## config.mk

```make
export PLATFORM = sky130hd
export DESIGN_NAME = dqpt_acc
export DESIGN_NICKNAME = d
export VERILOG_FILES = /design/src/sv/dual_quaternion_point_transform_macros.svh /design/src/sv/dqpt_pkg.sv /design/src/sv/dqpt_acc.sv
export SDC_FILE = /design/constraint.sdc
export NUM_CORES = 2
export LEC_CHECK = 0
export BUFFER_PORTS_ARGS = -buffer_cell sky130_fd_sc_hd__buf_2
export CORE_AREA = 2 2 526 528
export DETAILED_ROUTE_END_ITERATION = 7
export DIE_AREA = 0 0 528 530
export SETUP_SLACK_MARGIN = 0.02
export SKIP_LAST_GASP = 1
export SLEW_MARGIN = 25
export SYNTH_ARGS = -nofsm -noshare
export SYNTH_HDL_FRONTEND = slang
export SYNTH_SLANG_ARGS = --single-unit
```

## constraint.sdc

```tcl
create_clock -name clk_i -period 4.8 [get_ports clk_i]
set_input_delay 0.24 -clock clk_i [delete_from_list [all_inputs] [get_ports clk_i]]
set_output_delay 0.24 -clock clk_i [all_outputs]
set_load 0.01 [all_outputs]
```

## src/sv/dual_quaternion_point_transform_macros.svh

```systemverilog
// assertion macros shared by the rigid transform block
// no dependencies; included by the modules that carry checks
`ifndef DUAL_QUATERNION_POINT_TRANSFORM_MACROS_SVH
`define DUAL_QUATERNION_POINT_TRANSFORM_MACROS_SVH

`ifndef SYNTHESIS
// property holds at every clock edge outside reset
`define DQPT_ASSERT(lbl, prop, msg) \
  lbl: assert property (@(posedge clk_i) disable iff (!rst_ni) (prop)) else $error(msg);
// condition in one cycle implies outcome in the next
`define DQPT_ASSERT_NEXT(lbl, pre, post, msg) \
  lbl: assert property (@(posedge clk_i) disable iff (!rst_ni) (pre) |=> (post)) else $error(msg);
`else
`define DQPT_ASSERT(lbl, prop, msg)
`define DQPT_ASSERT_NEXT(lbl, pre, post, msg)
`endif

`endif

```

## src/sv/dqpt_pkg.sv

```systemverilog
// types, widths and constants of the rigid transform block
// no dependencies; used by every module of the block
package dqpt_pkg;

  localparam int ROT_W   = 18;  // Q2.16 real part
  localparam int COORD_W = 32;  // Q16.16 dual part and coordinates
  localparam int HALF_W  = 16;  // coordinate split point
  localparam int CFG_IDX_W = 4;
  localparam int CFG_DAT_W = 32;

  localparam int RPROD_W = 2 * ROT_W;              // rotation products
  localparam int M_W     = RPROD_W + 2;            // matrix entries, |m| <= 2^36
  localparam int TPROD_W = ROT_W + COORD_W;        // translation products
  localparam int TR_W    = TPROD_W + 6;            // translation sums
  localparam int PROD_W  = M_W + HALF_W + 2;       // matrix times coordinate half
  localparam int SUM_W   = PROD_W + 2;             // accumulated rows
  localparam int RES_W   = SUM_W - HALF_W;         // after the final rounding shift

  localparam logic signed [ROT_W-1:0] ROT_W_RESET = ROT_W'(65536);
  localparam logic signed [SUM_W-1:0] ROUND_HALF  = SUM_W'(32768);
  localparam logic signed [COORD_W-1:0] COORD_MAX = {1'b0, {(COORD_W-1){1'b1}}};
  localparam logic signed [COORD_W-1:0] COORD_MIN = {1'b1, {(COORD_W-1){1'b0}}};

  typedef enum logic [CFG_IDX_W-1:0] {
    REG_ROT_W  = 4'd0,
    REG_ROT_X  = 4'd1,
    REG_ROT_Y  = 4'd2,
    REG_ROT_Z  = 4'd3,
    REG_DUAL_W = 4'd4,
    REG_DUAL_X = 4'd5,
    REG_DUAL_Y = 4'd6,
    REG_DUAL_Z = 4'd7
  } cfg_reg_e;

  typedef enum logic {
    OP_POINT  = 1'b0,
    OP_VECTOR = 1'b1
  } op_e;

  typedef logic signed [M_W-1:0]    mat_w_t;
  typedef logic signed [TR_W-1:0]   tr_w_t;
  typedef logic signed [PROD_W-1:0] prod_w_t;
  typedef logic signed [SUM_W-1:0]  sum_w_t;

  typedef struct packed {
    logic                      operation;
    logic signed [COORD_W-1:0] in_x;
    logic signed [COORD_W-1:0] in_y;
    logic signed [COORD_W-1:0] in_z;
  } in_item_t;

  typedef struct packed {
    logic signed [COORD_W-1:0] out_x;
    logic signed [COORD_W-1:0] out_y;
    logic signed [COORD_W-1:0] out_z;
    logic                      saturated;
  } out_item_t;

  // rotation matrix (row major, scale 2^32) and point translation (scale 2^32)
  typedef struct packed {
    mat_w_t [8:0] m;
    tr_w_t  [2:0] tr;
  } coef_t;

  typedef struct packed {
    logic          operation;
    prod_w_t [8:0] p_hi;
    prod_w_t [8:0] p_lo;
  } prod_t;

  typedef struct packed {
    logic         operation;
    sum_w_t [2:0] s_hi;
    sum_w_t [2:0] s_lo;
  } acc_t;

endpackage

```

## src/sv/dqpt_acc.sv

```systemverilog
// row accumulation stage: sums the high and low partial products of each row
// depends on dqpt_pkg
module dqpt_acc (
  input  logic            clk_i,
  input  logic            en_i,
  input  dqpt_pkg::prod_t prod_i,
  output dqpt_pkg::acc_t  acc_o
);
  import dqpt_pkg::*;

  acc_t acc_d, acc_q;

  always_comb begin
    acc_d.operation = prod_i.operation;
    for (int i = 0; i < 3; i++) begin
      acc_d.s_hi[i] = SUM_W'($signed(prod_i.p_hi[3*i])) + SUM_W'($signed(prod_i.p_hi[3*i+1]))
                    + SUM_W'($signed(prod_i.p_hi[3*i+2]));
      acc_d.s_lo[i] = SUM_W'($signed(prod_i.p_lo[3*i])) + SUM_W'($signed(prod_i.p_lo[3*i+1]))
                    + SUM_W'($signed(prod_i.p_lo[3*i+2]));
    end
  end

  always_ff @(posedge clk_i) begin
    if (en_i) begin
      acc_q <= acc_d;
    end
  end

  assign acc_o = acc_q;

endmodule

```

Word-level counts from Yosys, hierarchy flattened

Cells that the tools add are included.

Flip-flop bits (word level): 349
Bits of input ports: 1011
Output and inout port bits: 349
Logic and storage cells: 19

Add/sub/neg operators: 12

Operators with widths:

| operator         | number |
|---|---|
| $add A57 B56 Y58 | 6 |
| $add A56 B56 Y57 | 6 |

Depth between registers and ports, before layout

Depth after elaboration: 2
Mapped depth: 15
Depth with buffers taken out: 15

Worst setup path after synthesis

OpenSTA, ideal clock, no wires.

Path type: input to register
Start: input port prod_i[1] (netlist name)
End: register acc_q, in the netlist acc_o[55] (data pin)
Library setup time: 0.265 ns
Arrival time: 3.455 ns
Data required time: 4.535 ns
Slack: 1.080 ns
Cell stages on the path: 13
Buffers on the path: 0
Path through: fa_1 ha_1 fa_1 a211o_1 a211oi_1 o21ai_1 a211oi_1 o21ai_1 a21oi_1 o21ai_1 a221oi_2 o21ai_0 xor2_1

RTL lines:

| element              | line           | text |
|---|---|---|
| from (decl)          | dqpt_acc.sv:6  | `input dqpt_pkg::prod_t prod_i,` |
| to (signal assigned) | dqpt_acc.sv:25 | `acc_q <= acc_d;` |
| to (decl)            | dqpt_acc.sv:11 | `acc_t acc_d, acc_q;` |

==> results.toml <==
[outcome]
status = "completed"

[power]
p_comb_share_pct = 54.4
clkPwrFrac_pct = 20.6
leakage_uw = 0.02120
seqPwrFrac_pct = 25.1
power.density_mw_per_mm2 = 403.8
ir_drop_mv = 0.2607
net-switching-power_uw = 9171
p_total_uw = 20180
switching_share_pct = 45.44
p_int_uw = 11010

[die]
core_mm2 = 0.2748
start_util_pct = 13.28
dieArea_mm2 = 0.2798
rows = 193
pin_count = 1360
die_x_um = 528
die_height_um = 530

[synthesis]
avgSynthCellArea_um2 = 10.35
yosys-top-cells-area = "edfxtp_1 29%, fa_1 19%, ha_1 12%"
synth_top_area_share_pct = 28.72
synth_cell_type_count = 91
syn-num-nets = 5216
synth_largest_area_cell = "edfxtp_1"
synth_edf_count = 349
async_flop_share_pct = 0
ys_ff_latch = 349
ys_seq_area_share_pct = 28.72
synthFlopType = "edfxtp_1"
synth_warnings = 0
netlist_area_mm2 = 0.03650
netlist_instances = 3527

[clocking]
cts-root-buf = "clkbuf_16"
numCtsBuffers = 50
clk_pin_slew_worst_paths_ps = 70
cts_sinks = 349
htree_levels = 2
cts_tree = "yes"
clockBufferDepth = 3

[setup_path]
worstSetupStartpoint = "prod_i[449]"
cp-start-kind = "primary input"
cp_max_fo = 3
crit_required_ps = 5240
cp-end-kind = "flop"
crit_path_end = "acc_o[167]"
crit_type = "primary input to flop"
arrival_ps = 5090

[global_routing]
grt_pass1_vias = 34340
grt_max_degree = 88
antenna_found_initial = 321
grt.overflow.total = 0
grt_pass1_wl_um = 324200
track_usage_pct = 17.54

[cells_and_area]
fill_cells = 30770
area.growth.synth_to_final_pct = 36.96
utilization_pct = 18.19
finalNetCount = 6564
largest_reg_flops = 349
layout-drive-gt1-share_pct = 31.22
final_cells = 8703

[placed_design]
place.gp.congestion = 1.055
dp_slack_ps = 153.1
portBuffers = 1359
dp.cells = 8421
dp_hpwl_um = 232800

[routing]
drt.antenna.violating_nets = 0
route.vias.total = 36200
vias_per_cell = 4.160
drtPass1Iterations = 6
drc = 0
first_iter_violations = 3510
wirelength_um = 257000
post_drt_wl_per_cell_um = 29.53

[sta]
worstMarginPinSlew_ps = 879.3
max_freq_ghz = 0.2152
hold_viol = 0
finalSetupViolCount = 0
tns_ps = 0
slew_headroom_pct = 40.84
setup_ws_ps = 152.4
period_share_pct = 96.83
drv_slew = 0
period_minus_slack_ps = 4648
rsz0062_at_grt = "false"

[job]
cap_violations = 0

[worst_hold_path]
min_path_type = "primary input to flop"
hold_start = "prod_i[616]"
==> through the flow <==
stage | hold WS [ps] | cell area [um2]
after floorplan | 338.9 | 36500
after global placement | 435.1 | 47740
after detailed placement | 431.5 | 47750
after CTS | 0.3916 | 49530
after global routing | 46.06 | 49700
final | 66.03 | 49980
==> critical path: stages <==
cell and delay, ps:
dlygate4sd3_1 720, buf_2 180, fa_1 400, ha_1 260, fa_1 490, a211oi_1 390, o211ai_1 230, a41oi_2 380
o21ai_1 270, a31oi_2 290, o221ai_1 160, buf_4 200, a41oi_2 300, o21ai_0 200, a41oi_1 270, xnor2_1 90
==> cell usage after synthesis (17+ instances only) <==
| library cell | n |
|---|---|
| a211oi_1 | 34 |
| a21o_1 | 217 |
| a21oi_1 | 377 |
| a31oi_1 | 37 |
| and2_1 | 26 |
| and3_1 | 25 |
| clkbuf_1 | 107 |
| edfxtp_1 | 349 |
| fa_1 | 342 |
| ha_1 | 336 |
| inv_1 | 92 |
| nand2_1 | 252 |
| nand2b_1 | 29 |
| nand3_1 | 61 |
| nand4_1 | 86 |
| nor2_1 | 196 |
| nor2b_1 | 28 |
| nor3_1 | 45 |
| o211ai_1 | 20 |
| o21a_1 | 42 |
| o21ai_0 | 198 |
| o21ai_1 | 17 |
| o21bai_1 | 67 |
| o31ai_1 | 22 |
| xnor2_1 | 187 |
| xor2_1 | 122 |
==> per-layer routing <==
layer | GRT usage, % | vias up | part of all wire [%]
met1 | 21.23 | 17320 | 39
li1 | - | 16020 | -
met3 | 7.737 | 565 | 13
met4 | 6.736 | 154 | 4.3
met5 | 0 | - | 0.40
met2 | 27.15 | 2142 | 44
==> kinds of logic (layout without fill, tap and decap cells) <==
family | count (synthesis) | count (layout) | share of synthesized area [%]
buffers and inverters | 212 | 1601 | 2.345
muxes | 4 | 4 | 0.1131
xor gates and xnor gates | 309 | 309 | 7.415
adders and majority gates | 678 | 678 | 30.28
DFF | 349 | 349 | 28.72
and+or+nand+nor | 807 | 807 | 10.49
AOI/OAI and AO/OA | 1168 | 1168 | 20.64
other | 0 | 180 | 0
==> placed cells by master, fill, tap and decap left out, types with 9 or more instances in the layout <==
cell           count
o21ai_1           17
nor2_1           196
inv_1             92
xor2_1           122
nand3_1           61
fa_1             342
or2_2              9
o21bai_1          67
a211oi_1          34
a221oi_1           9
nor4_1            13
a21boi_0           9
o21ai_0          198
or3_1             16
clkbuf_1          10
xnor2_1          187
dlygate4sd3_1      9
o21a_1            42
o211ai_1          20
a21oi_1          377
edfxtp_1         349
nand2_1          252
and2_1            26
nor2b_1           28
nor3_1            45
o31ai_1           22
nand2b_1          29
buf_2           1358
ha_1             336
buf_4             43
clkbuf_16         51
diode_2          180
a31oi_1           36
nand4_1           86
and3_1            25
a21o_1           217
==> how the worst min path moves through the flow <==
stage | endpoint | slack, ps | cells after the start
after floorplan | acc_o[348] | 340 | 0
after global placement | acc_o[348] | 440 | 1
after detailed placement | acc_o[348] | 430 | 1
after CTS | acc_o[2] | 0.4 | 3
after global routing | acc_o[0] | 50 | 4
final | acc_o[174] | 70 | 4
==> power groups by stage <==
stage | combinational [uW] | clock (uW) | sequential, uW
global placement | 11000 | 0 | 5110
detailed placement | 11000 | 0 | 5120
CTS | 11000 | 4320 | 5080
global route | 11900 | 4380 | 5150
finish | 11000 | 4150 | 5060
floorplan | 5360 | 0 | 5510
==> timing repair <==
item	in CTS	in global routing
setup buffers	0	0
hold buffers	9	0
setup endpoints to repair	0	2
endpoints found under the hold margin	59	0
resized for setup	0	1
==> final cells by class <==
| class | instances | area [um2] | share of cell area [%] |
|---|---|---|---|
| inverter | 92 | 345.3 | 0.6909 |
| clock inverter | 32 | 376.6 | 0.7535 |
| multi-input combinational | 2966 | 25180 | 50.38 |
| sequential | 349 | 10480 | 20.97 |
| timing repair buffer | 1416 | 7325 | 14.65 |
| clock buffer | 61 | 1314 | 2.628 |
| tap | 3607 | 4513 | 9.029 |
| antenna | 180 | 450.4 | 0.9011 |
Power figures use the tool's default switching activity.
