<file path="src/sv/dual_quaternion_point_transform_macros.svh">
// assertion macros shared by the rigid transform block
// no dependencies; included by the modules that carry checks
`ifndef DUAL_QUATERNION_POINT_TRANSFORM_MACROS_SVH
`define DUAL_QUATERNION_POINT_TRANSFORM_MACROS_SVH

`ifndef SYNTHESIS
// property holds at every clock edge outside reset
`define DQPT_ASSERT(lbl, prop, msg) \
  lbl: assert property (@(posedge clk_i) disable iff (!rst_ni) (prop)) else $error(msg);
// condition in one cycle implies outcome in the next
`define DQPT_ASSERT_NEXT(lbl, pre, post, msg) \
  lbl: assert property (@(posedge clk_i) disable iff (!rst_ni) (pre) |=> (post)) else $error(msg);
`else
`define DQPT_ASSERT(lbl, prop, msg)
`define DQPT_ASSERT_NEXT(lbl, pre, post, msg)
`endif

`endif

</file>
<file path="src/sv/dqpt_pkg.sv">
// types, widths and constants of the rigid transform block
// no dependencies; used by every module of the block
package dqpt_pkg;

  localparam int ROT_W   = 18;  // Q2.16 real part
  localparam int COORD_W = 32;  // Q16.16 dual part and coordinates
  localparam int HALF_W  = 16;  // coordinate split point
  localparam int CFG_IDX_W = 4;
  localparam int CFG_DAT_W = 32;

  localparam int RPROD_W = 2 * ROT_W;              // rotation products
  localparam int M_W     = RPROD_W + 2;            // matrix entries, |m| <= 2^36
  localparam int TPROD_W = ROT_W + COORD_W;        // translation products
  localparam int TR_W    = TPROD_W + 6;            // translation sums
  localparam int PROD_W  = M_W + HALF_W + 2;       // matrix times coordinate half
  localparam int SUM_W   = PROD_W + 2;             // accumulated rows
  localparam int RES_W   = SUM_W - HALF_W;         // after the final rounding shift

  localparam logic signed [ROT_W-1:0] ROT_W_RESET = ROT_W'(65536);
  localparam logic signed [SUM_W-1:0] ROUND_HALF  = SUM_W'(32768);
  localparam logic signed [COORD_W-1:0] COORD_MAX = {1'b0, {(COORD_W-1){1'b1}}};
  localparam logic signed [COORD_W-1:0] COORD_MIN = {1'b1, {(COORD_W-1){1'b0}}};

  typedef enum logic [CFG_IDX_W-1:0] {
    REG_ROT_W  = 4'd0,
    REG_ROT_X  = 4'd1,
    REG_ROT_Y  = 4'd2,
    REG_ROT_Z  = 4'd3,
    REG_DUAL_W = 4'd4,
    REG_DUAL_X = 4'd5,
    REG_DUAL_Y = 4'd6,
    REG_DUAL_Z = 4'd7
  } cfg_reg_e;

  typedef enum logic {
    OP_POINT  = 1'b0,
    OP_VECTOR = 1'b1
  } op_e;

  typedef logic signed [M_W-1:0]    mat_w_t;
  typedef logic signed [TR_W-1:0]   tr_w_t;
  typedef logic signed [PROD_W-1:0] prod_w_t;
  typedef logic signed [SUM_W-1:0]  sum_w_t;

  typedef struct packed {
    logic                      operation;
    logic signed [COORD_W-1:0] in_x;
    logic signed [COORD_W-1:0] in_y;
    logic signed [COORD_W-1:0] in_z;
  } in_item_t;

  typedef struct packed {
    logic signed [COORD_W-1:0] out_x;
    logic signed [COORD_W-1:0] out_y;
    logic signed [COORD_W-1:0] out_z;
    logic                      saturated;
  } out_item_t;

  // rotation matrix (row major, scale 2^32) and point translation (scale 2^32)
  typedef struct packed {
    mat_w_t [8:0] m;
    tr_w_t  [2:0] tr;
  } coef_t;

  typedef struct packed {
    logic          operation;
    prod_w_t [8:0] p_hi;
    prod_w_t [8:0] p_lo;
  } prod_t;

  typedef struct packed {
    logic         operation;
    sum_w_t [2:0] s_hi;
    sum_w_t [2:0] s_lo;
  } acc_t;

endpackage

</file>
<file path="src/sv/dqpt_out.sv">
// final stage: adds translation to points, rounds to Q16.16 and saturates
// depends on dqpt_pkg
module dqpt_out (
  input  logic                clk_i,
  input  logic                en_i,
  input  dqpt_pkg::acc_t      acc_i,
  input  dqpt_pkg::coef_t     coef_i,
  output dqpt_pkg::out_item_t item_o
);
  import dqpt_pkg::*;

  out_item_t item_d, item_q;

  always_comb begin
    sum_w_t                    s;
    sum_w_t                    t;
    logic signed [RES_W-1:0]   r;
    logic signed [COORD_W-1:0] c [3];
    logic                      clip;
    clip = 1'b0;
    for (int i = 0; i < 3; i++) begin
      t = (acc_i.operation == OP_VECTOR) ? '0 : SUM_W'($signed(coef_i.tr[i]));
      // low sum is floored by 2^16 before joining, then round half up
      s = $signed(acc_i.s_hi[i]) + ($signed(acc_i.s_lo[i]) >>> HALF_W) + t + ROUND_HALF;
      r = s[SUM_W-1:HALF_W];
      if (r[RES_W-1:COORD_W-1] == '0 || r[RES_W-1:COORD_W-1] == '1) begin
        c[i] = r[COORD_W-1:0];
      end else begin
        c[i] = r[RES_W-1] ? COORD_MIN : COORD_MAX;
        clip = 1'b1;
      end
    end
    item_d.out_x     = c[0];
    item_d.out_y     = c[1];
    item_d.out_z     = c[2];
    item_d.saturated = clip;
  end

  always_ff @(posedge clk_i) begin
    if (en_i) begin
      item_q <= item_d;
    end
  end

  assign item_o = item_q;

endmodule

</file>
<file path="config.mk">
export PLATFORM = sky130hd
export DESIGN_NAME = dqpt_out
export DESIGN_NICKNAME = d
export VERILOG_FILES = /design/src/sv/dual_quaternion_point_transform_macros.svh /design/src/sv/dqpt_pkg.sv /design/src/sv/dqpt_out.sv
export SDC_FILE = /design/constraint.sdc
export NUM_CORES = 1
export LEC_CHECK = 0
export BUFFER_PORTS_ARGS = -buffer_cell sky130_fd_sc_hd__buf_2
export CAP_MARGIN = 20
export CORE_AREA = 2 2 372 374
export DETAILED_ROUTE_END_ITERATION = 8
export DIE_AREA = 0 0 374 376
export PLACE_DENSITY = 0.43
export SLEW_MARGIN = 20
export SYNTH_ARGS = -nofsm -noshare
export SYNTH_HDL_FRONTEND = slang
export SYNTH_SLANG_ARGS = --single-unit
</file>
<file path="constraint.sdc">
create_clock -name clk_i -period 6.6 [get_ports clk_i]
set_clock_uncertainty 0.2 [all_clocks]
set_input_delay 1.32 -clock clk_i [delete_from_list [all_inputs] [get_ports clk_i]]
set_output_delay 1.32 -clock clk_i [all_outputs]
set_load 0.005 [all_outputs]
</file>
[Yosys cells after proc, flatten, opt, wreduce, memory -nomap -nowiden]
Cells that the tools add are included.
Storage, ports and cells
  flip-flop bits (word level): 97
  bits in latches: 0
  RAM bits: 0
  ROM bits: 0
  bits of input ports: 861
  output and inout bits: 97
  word-level logic and storage cells: 33
  memories kept: 0
Cells by class
  add/subtract/negate cells: 9
  multipliers: 0
  divide/modulo/power cells: 0
  magnitude comparators: 0
  eq/ne operators: 3
  shift operators: 0
  mux-type cells: 10
  bitwise operators: 0
  reductions and logical operators: 7
Operators with widths (number)
  32-bit two-way mux: 6
  58-bit by 17-bit adder with 58-bit output, second input constant: 3
  58-bit by 42-bit adder with 58-bit output: 3
  58-bit adder: 3
  58-bit two-way mux: 3
  11-bit equality test, second input constant: 3
  11-bit logical NOT: 3
  1-bit logical OR: 3
  2-bit AND reduction: 1
  1-bit two-way mux: 1

[Depth between registers and ports, before layout]
Gate-level depths: netlist of run 1.
  depth after elaboration: 6
  mapped depth: 23
  mapped depth without buffers: 17

[Least setup slack after synthesis of run 1]
Ideal clock, no wire load.
  path type: input port to flip-flop
  from: in acc_i[348] (netlist bit)
  to: reg item_q (netlist bit item_o[17]), data pin
  arrival: 6350 ps
  data required time: 6140 ps
  setup slack: -210 ps
  cell stages on the path: 23
  path buffers: 6
  cell sequence: clkbuf_1 -> clkbuf_1 -> clkbuf_1 -> nand2b_1 -> fa_1 -> inv_1 -> ha_1 -> ha_1 -> buf_2 -> and3_1 -> and2_1 -> a221oi_1 -> a2bb2oi_2 -> a211oi_1 -> o31a_1 -> or3_1 -> clkbuf_1 -> a311oi_1 -> xnor2_1 -> and4_1 -> a22oi_2 -> buf_4 -> mux2_2
RTL lines
  start: declaration: RTL line dqpt_out.sv:6  | input dqpt_pkg::acc_t acc_i,
  end signal: assignment: RTL line dqpt_out.sv:41  | item_q <= item_d;
  end: declaration: RTL line dqpt_out.sv:12  | out_item_t item_d, item_q;

[Worst setup path in the final report of run 1]
  from: in acc_i[348] (netlist bit)
  to: reg item_q (netlist bit item_o[0]), data pin
Between the ends
  cells in the longest elaborated chain, start to end: 6
  elaborated cells between the ends (all ways): 20
Ends and longest elaborated chain
  58-bit two-way mux: RTL line dqpt_out.sv:22  | t = (acc_i.operation == OP_VECTOR) ? '0 : SUM_W'($signed(coef_i.tr[i]));
  58-bit adder: RTL line dqpt_out.sv:24  | s = $signed(acc_i.s_hi[i]) + ($signed(acc_i.s_lo[i]) >>> HALF_W) + t + ROUND_HALF;
  58-bit by 17-bit adder with 58-bit output: RTL line dqpt_out.sv:24
  11-bit equality test or 11-bit logical NOT (tied branches): RTL line dqpt_out.sv:26  | if (r[RES_W-1:COORD_W-1] == '0 || r[RES_W-1:COORD_W-1] == '1) begin
  1-bit logical OR: RTL line dqpt_out.sv:26
  1-bit two-way mux or 2-bit AND reduction (tied branches)
Parallel ways exist; a longest one is shown, timed or not.
A chain may end at the register's enable or synchronous reset.

==> metrics.log, run 1 <==
INFO  metric die_area = 141000 um^2
INFO  metric ys_warn_count = 0
INFO  metric vdd.ir_drop.worst = 0.115 mV
INFO  metric initial_drc_count = 1056
INFO  metric syn2layout_area_growth = 43.7%
INFO  metric vias_per_cell = 3.99
INFO  metric synth.ff_latch_count = 97
INFO  metric achievable-frequency = 154 MHz
INFO  metric max-slew-margin-rel = 0.563
INFO  metric layoutNonFillerInstCount = 5369
INFO  metric gpl_congestion = 0.864
INFO  metric ys_seq_area_frac = 0.136
INFO  metric grt_max_degree = 45
INFO  metric tightest_slew = 0.655 ns
INFO  metric synth_nets = 3935
INFO  metric hold_class = input port to register
INFO  metric final-setup-viol-count = 0
INFO  metric async_reset_ff_frac = 0
INFO  metric path_clk_slew = 0.08 ns
INFO  metric crit_start = acc_i[348]
INFO  metric cts-root-buf = clkbuf_16
INFO  metric layout_common_cells = 565 x buf_2, 488 x inv_1, 487 x buf_4, 327 x ha_1, 184 x a21oi_1
INFO  metric count_of_final_hold_check_violations = 0
INFO  metric post_synth_num_cell_types = 74
INFO  metric route.detailed.drc = 0
INFO  metric min_period = 6.49 ns
INFO  metric timing.final.crit_share = 0.983
INFO  metric initial_utilization = 0.156
INFO  metric cts_max_level = 3
INFO  metric power_leakage = 16.1 nW
INFO  metric grt.total_usage = 0.130
INFO  metric port_buffers = 567
INFO  metric drt_wl_total = 94500 um
INFO  metric pre_cts_ws = -0.772 ns
INFO  metric tritoncts = done
INFO  metric antenna_found_initial = 29
INFO  metric mostFrequentLayoutCell = buf_2
INFO  metric final.setup.worst_slack = 0.112 ns
INFO  metric sum_neg_setup_slack = 0 ns
INFO  metric power_density = 230 nW/um^2
INFO  metric synth_area = 21400 um^2
INFO  metric die_y = 376 um
INFO  metric synth.avg_cell_area = 8.30 um^2
INFO  metric floorplan.io_pins = 958
INFO  metric setup.worst_path.class = input port to register
INFO  metric first_global_vias = 22.2k
INFO  metric fp.dieW = 374 um
INFO  metric finalMaxSlewViolations = 0
INFO  metric holdCritStartpoint = en_i
INFO  metric syn_inst = 2576
INFO  metric post_dp_cell_area = 30000 um^2
INFO  metric timing.critical_path.to_type = register
INFO  metric numCtsBuffers = 9
INFO  metric synth_enable_flop_cells = 97
INFO  metric dp_hpwl = 84000 um
INFO  metric finish.net_count = 4924
INFO  metric design.core.area = 137000 um^2
INFO  metric fin_area = 30700 um^2
INFO  metric crit_path_start_kind = input port
INFO  metric final_layout_size_suffix_gt1_frac = 0.327
INFO  metric largest_register_ffs = 97
INFO  metric outcome = complete, no violations
INFO  metric placedCellCount = 5341
INFO  metric route.vias.total = 21.4k
INFO  metric clock-sinks = 97
INFO  metric ys.flop_type = edfxtp_1
INFO  metric worstPathRequired = 6.57 ns
INFO  metric critPathMaxFanout = 23
INFO  metric clk_path_buf_depth = 2
INFO  metric detail_route.wl_per_cell = 17.6 um
INFO  metric timing.max_cap.violations = 0
INFO  metric drt.antenna.violating_nets = 0
INFO  metric worst_ep_arrival_time = 6.46 ns
INFO  metric globalRouteOverflowTotal = 0
INFO  metric detailedRoute.firstPassIterationCount = 5
INFO  metric rows = 136
INFO  metric grt_pass1_wl = 137000 um
[worst max-delay path, stage by stage]
cell	delay, ns
buf_16	0.16
nand2b_1	0.19
fa_1	0.63
buf_12	0.15
inv_1	0.04
ha_1	0.27
ha_1	0.32
and4_1	0.22
a2111o_1	0.47
a211oi_2	0.25
buf_4	0.18
o311ai_2	0.10
buf_4	0.17
nand4b_1	0.17
buf_4	0.15
mux2_2	0.33
a2111oi_0	0.43
and4_1	0.27
a22oi_2	0.09
buf_12	0.17
or3_1	0.36
[stage by stage]
stage	hold slack [ns]	power, mW	utilization
2_1_floorplan	1.23	3.69	-
3_3_place_gp	1.52	6.42	0.219
3_5_place_dp	1.52	6.37	0.219
4_1_cts	1.17	7.12	0.222
5_1_grt	1.22	7.74	0.225
6_report	1.23	7.06	0.225
[power breakdown]
part	internal (mW)	switching [mW]	total (mW)
Combinational	2.47	2.88	5.35
Sequential	0.983	0.0878	1.07
Clock	0.306	0.329	0.634
[final timing paths]
| check | endpoint | cells after the start |
|---|---|---|
| setup / recovery | item_o[0]$_SDFFCE_PN1P_ | 21 |
| hold / removal | item_o[51]$_DFFE_PP_ | 1 |
[area by class of cell]
cell class	instances	area [um^2]
multi-input combinational	1900	16600
sequential	97	2910
clock inverter	7	92.6
timing repair buffer	1069	6820
fill	15348	106000
inverter	488	1830
clock buffer	9	225
tap	1794	2240
antenna	5	12.5
[Yosys cell counts, types with 7 or more instances]
master,count,area [um^2]
a2111oi_0,9,78.8
a211oi_1,25,188
a21o_1,95,713
a21oi_1,188,941
a31oi_1,21,131
and2_1,10,62.6
and3_1,14,87.6
and4_1,7,61.3
clkbuf_1,84,315
edfxtp_1,97,2910
fa_1,168,3360
ha_1,330,4130
inv_1,488,1830
mux2i_1,35,350
nand2_1,152,571
nand2b_1,115,719
nand3_1,32,160
nand4_1,52,325
nor2_1,82,308
nor2b_1,71,444
nor3_1,21,105
nor4_1,11,68.8
o211ai_1,16,120
o21a_1,27,203
o21ai_0,111,556
o21ai_1,10,50.1
o21bai_1,29,218
o221ai_1,7,61.3
o31ai_1,15,113
or2_2,15,93.8
or3_1,15,93.8
xnor2_1,78,683
xor2_1,48,420
[per-layer routing]
metal,vias up,global-route usage,part of all wire
met5,-,0,0.00055
met4,8,0.0323,0.024
met3,88,0.0384,0.072
met2,542,0.212,0.45
met1,10039,0.168,0.45
li1,10741,-,-
[what timing repair did]
item                       in CTS  in global routing
pin swaps                       0                 17
gates cloned                    0                  1
setup endpoints to repair      93                 94
hold buffers                    0                  0
setup buffers                   0                  6
resized for setup               9                 59
[cell families after synthesis]
group / share of synthesized area
xor+xnor: 0.0516
mux: 0.0192
buf+inv: 0.103
compound gates: 0.187
fa+ha+maj: 0.351
simple gates: 0.152
flops: 0.136
(Power assumes the default switching activity.)
==> run 2: changes to the inputs <==
Clock period 6.6 ns to 5.35 ns, I/O delays scaled along.
==> run 2 against run 1 <==
Largest power group unchanged. Worst hold slack got worse by 0.21 ns. Sequential cell count unchanged. The run now ends with setup timing left. Die area unchanged.
==> metrics.log, run 2 (synthesized netlist as in run 1, its figures left out) <==
INFO  metric cp_cell_sequence = buf_16, buf_16, buf_8, nand2b_4, fa_1, inv_1, ha_4, ha_4, a31o_2, o311a_1, o31a_1, o2111a_2, or3_4, o2111ai_4, o211ai_2, nor4_2, or4b_1, or4_1, mux2_4, or3_1 (was buf_16, nand2b_1, fa_1, buf_12, inv_1, ha_1, ha_1, and4_1, a2111o_1, a211oi_2, buf_4, o311ai_2, buf_4, nand4b_1, buf_4, mux2_2, a2111oi_0, and4_1, a22oi_2, buf_12, or3_1)
INFO  metric design_power_total = 9.76 mW (was 7.06 mW)
INFO  metric first_global_vias = 23.4k (was 22.2k)
INFO  metric layout_common_cells = 622 x buf_4, 565 x buf_2, 480 x inv_1, 252 x ha_1, 162 x fa_1 (was 565 x buf_2, 488 x inv_1, 487 x buf_4, 327 x ha_1, 184 x a21oi_1)
INFO  metric timing.critical_path.to_type = register (unchanged)
INFO  metric clock-sinks = 97 (unchanged)
INFO  metric ctsHoldBuffers = 0 (unchanged)
INFO  metric route.detailed.drc = 0 (unchanged)
INFO  metric hold_class = input port to register (unchanged)
INFO  metric timing.final.crit_share = 1.16
INFO  metric vdd.ir_drop.worst = 0.133 mV (was 0.115 mV)
INFO  metric min_period = 6.23 ns
INFO  metric syn2layout_area_growth = 60.3% (was 43.7%)
INFO  metric initial_utilization = 0.156 (unchanged)
INFO  metric design.core.area = 137000 um^2 (unchanged)
INFO  metric vias_per_cell = 3.99 (about the same)
INFO  metric antenna_cells = 0 (was 5)
INFO  metric violations_in_the_final_reports = setup timing
INFO  metric rows = 136 (unchanged)
INFO  metric cts-root-buf = clkbuf_16 (unchanged)
INFO  metric final_layout_size_suffix_gt1_frac = 0.418 (was 0.327)
INFO  metric final.setup.worst_slack = -0.879 ns (was 0.112 ns)
INFO  metric timing.max_cap.violations = 0 (unchanged)
INFO  metric die_area = 141000 um^2 (unchanged)
INFO  metric detailedRoute.firstPassIterationCount = 5 (unchanged)
INFO  metric globalRouteOverflowTotal = 0 (unchanged)
INFO  metric setup.worst_path.class = input port to register (unchanged)
INFO  metric crit_path_start_kind = input port (unchanged)
INFO  metric outcome = complete, but fails checks (was complete, no violations)
INFO  metric grt.total_usage = 0.138 (was 0.130)
INFO  metric clk_path_buf_depth = 2 (unchanged)
INFO  metric drt_wl_total = 102000 um (was 94500 um)
INFO  metric largest_register_ffs = 97 (unchanged)
INFO  metric post_dp_cell_area = 31100 um^2 (was 30000 um^2)
INFO  metric grt_pass1_wl = 145000 um (was 137000 um)
INFO  metric critPathMaxFanout = 7 (was 23)
INFO  metric finish.net_count = 5092 (was 4924)
INFO  metric numCtsBuffers = 9 (unchanged)
INFO  metric critical_path.max_stage_delay = 0.47 ns (was 0.63 ns)
INFO  metric tightest_slew = 0.713 ns (was 0.655 ns)
INFO  metric worst_ep_arrival_time = 6.19 ns (was 6.46 ns)
INFO  metric drt.antenna.violating_nets = 0 (unchanged)
INFO  metric fp.dieW = 374 um (unchanged)
INFO  metric die_y = 376 um (unchanged)
INFO  metric achievable-frequency = 161 MHz
INFO  metric final_core_utilization = 0.251 (was 0.225)
INFO  metric max-slew-margin-rel = 0.525 (was 0.563)
INFO  metric fin_area = 34300 um^2 (was 30700 um^2)
INFO  metric grt_setup_unrepaired = yes
INFO  metric tritoncts = done (unchanged)
INFO  metric port_buffers = 567 (unchanged)
INFO  metric antenna_found_initial = 13 (was 29)
INFO  metric pre_cts_ws = -1.85 ns (was -0.772 ns)
INFO  metric initial_drc_count = 836 (was 1056)
INFO  metric floorplan.io_pins = 958 (unchanged)
INFO  metric dp_hpwl = 87600 um (was 84000 um)
INFO  metric power_density = 285 nW/um^2 (was 230 nW/um^2)
INFO  metric final-setup-viol-count = 95 (was 0)
INFO  metric grt_max_degree = 98 (was 45)
INFO  metric power_leakage = 17.4 nW (was 16.1 nW)
INFO  metric route.vias.total = 22.1k (was 21.4k)
INFO  metric slowest_stage = fa_1 (unchanged)
INFO  metric cts_max_level = 3 (unchanged)
INFO  metric finalMaxSlewViolations = 0 (unchanged)
INFO  metric worstPathRequired = 5.31 ns (was 6.57 ns)
INFO  metric gpl_congestion = 0.873 (was 0.864)
INFO  metric sum_neg_setup_slack = -70.07 ns (was 0 ns)
INFO  metric detail_route.wl_per_cell = 18.5 um (was 17.6 um)
INFO  metric mostFrequentLayoutCell = buf_4 (was buf_2)
INFO  metric count_of_final_hold_check_violations = 0 (unchanged)
INFO  metric path_clk_slew = 0.09 ns (was 0.08 ns)
==> run 2: metal layers <==
layer / track usage / vias up / wire length (um)
li1: - / 11060 / -
met1: 0.170 / 10414 / 44500
met2: 0.246 / 523 / 50800
met3: 0.0285 / 76 / 4790
met4: 0.0262 / 8 / 1960
met5: 0 / - / 56
==> run 2: path summary, 6_finish.rpt <==
path / start / slack (ns) / depth (start not counted) / to
worst max-delay path: acc_i[348] / -0.88 / 20 / item_o[0]$_SDFFCE_PN1P_
worst min-delay path: en_i / 1.01 / 2 / item_o[79]$_DFFE_PP_
==> run 2: critical path: cells and delay by family <==
kind | cells | cell delay, ns
simple gates | 6 | 1.93
fa+ha+maj | 3 | 0.93
buf+inv | 4 | 0.51
compound gates | 6 | 1.32
mux | 1 | 0.39
==> run 2: area by class of cell <==
class | instances | area [um^2]
fill | 15059 | 102000
multi-input combinational | 1900 | 18500
timing repair buffer | 1237 | 8470
sequential | 97 | 2910
tap | 1794 | 2240
inverter | 488 | 1830
clock buffer | 10 | 229
clock inverter | 6 | 51.3
==> run 2: timing repair <==
item                       CTS  global route
cloned                       5            15
pin swaps                   24            98
gates resized for setup     83           317
setup buffers               12            26
setup endpoints to repair   96            96
==> run 2: power by group <==
group	switching, mW	internal, mW
clock network	0.380	0.322
logic	3.98	3.74
registers	0.119	1.21
total	4.48	5.28
==> run 2: stage by stage <==
step | std cells | hold slack (ns)
final | 5532 | 1.01
after CTS | 5497 | 1.02
after global placement | 5464 | 1.27
after global routing | 5532 | 1.03
after floorplan | 2576 | 0.982
after detailed placement | 5464 | 1.26
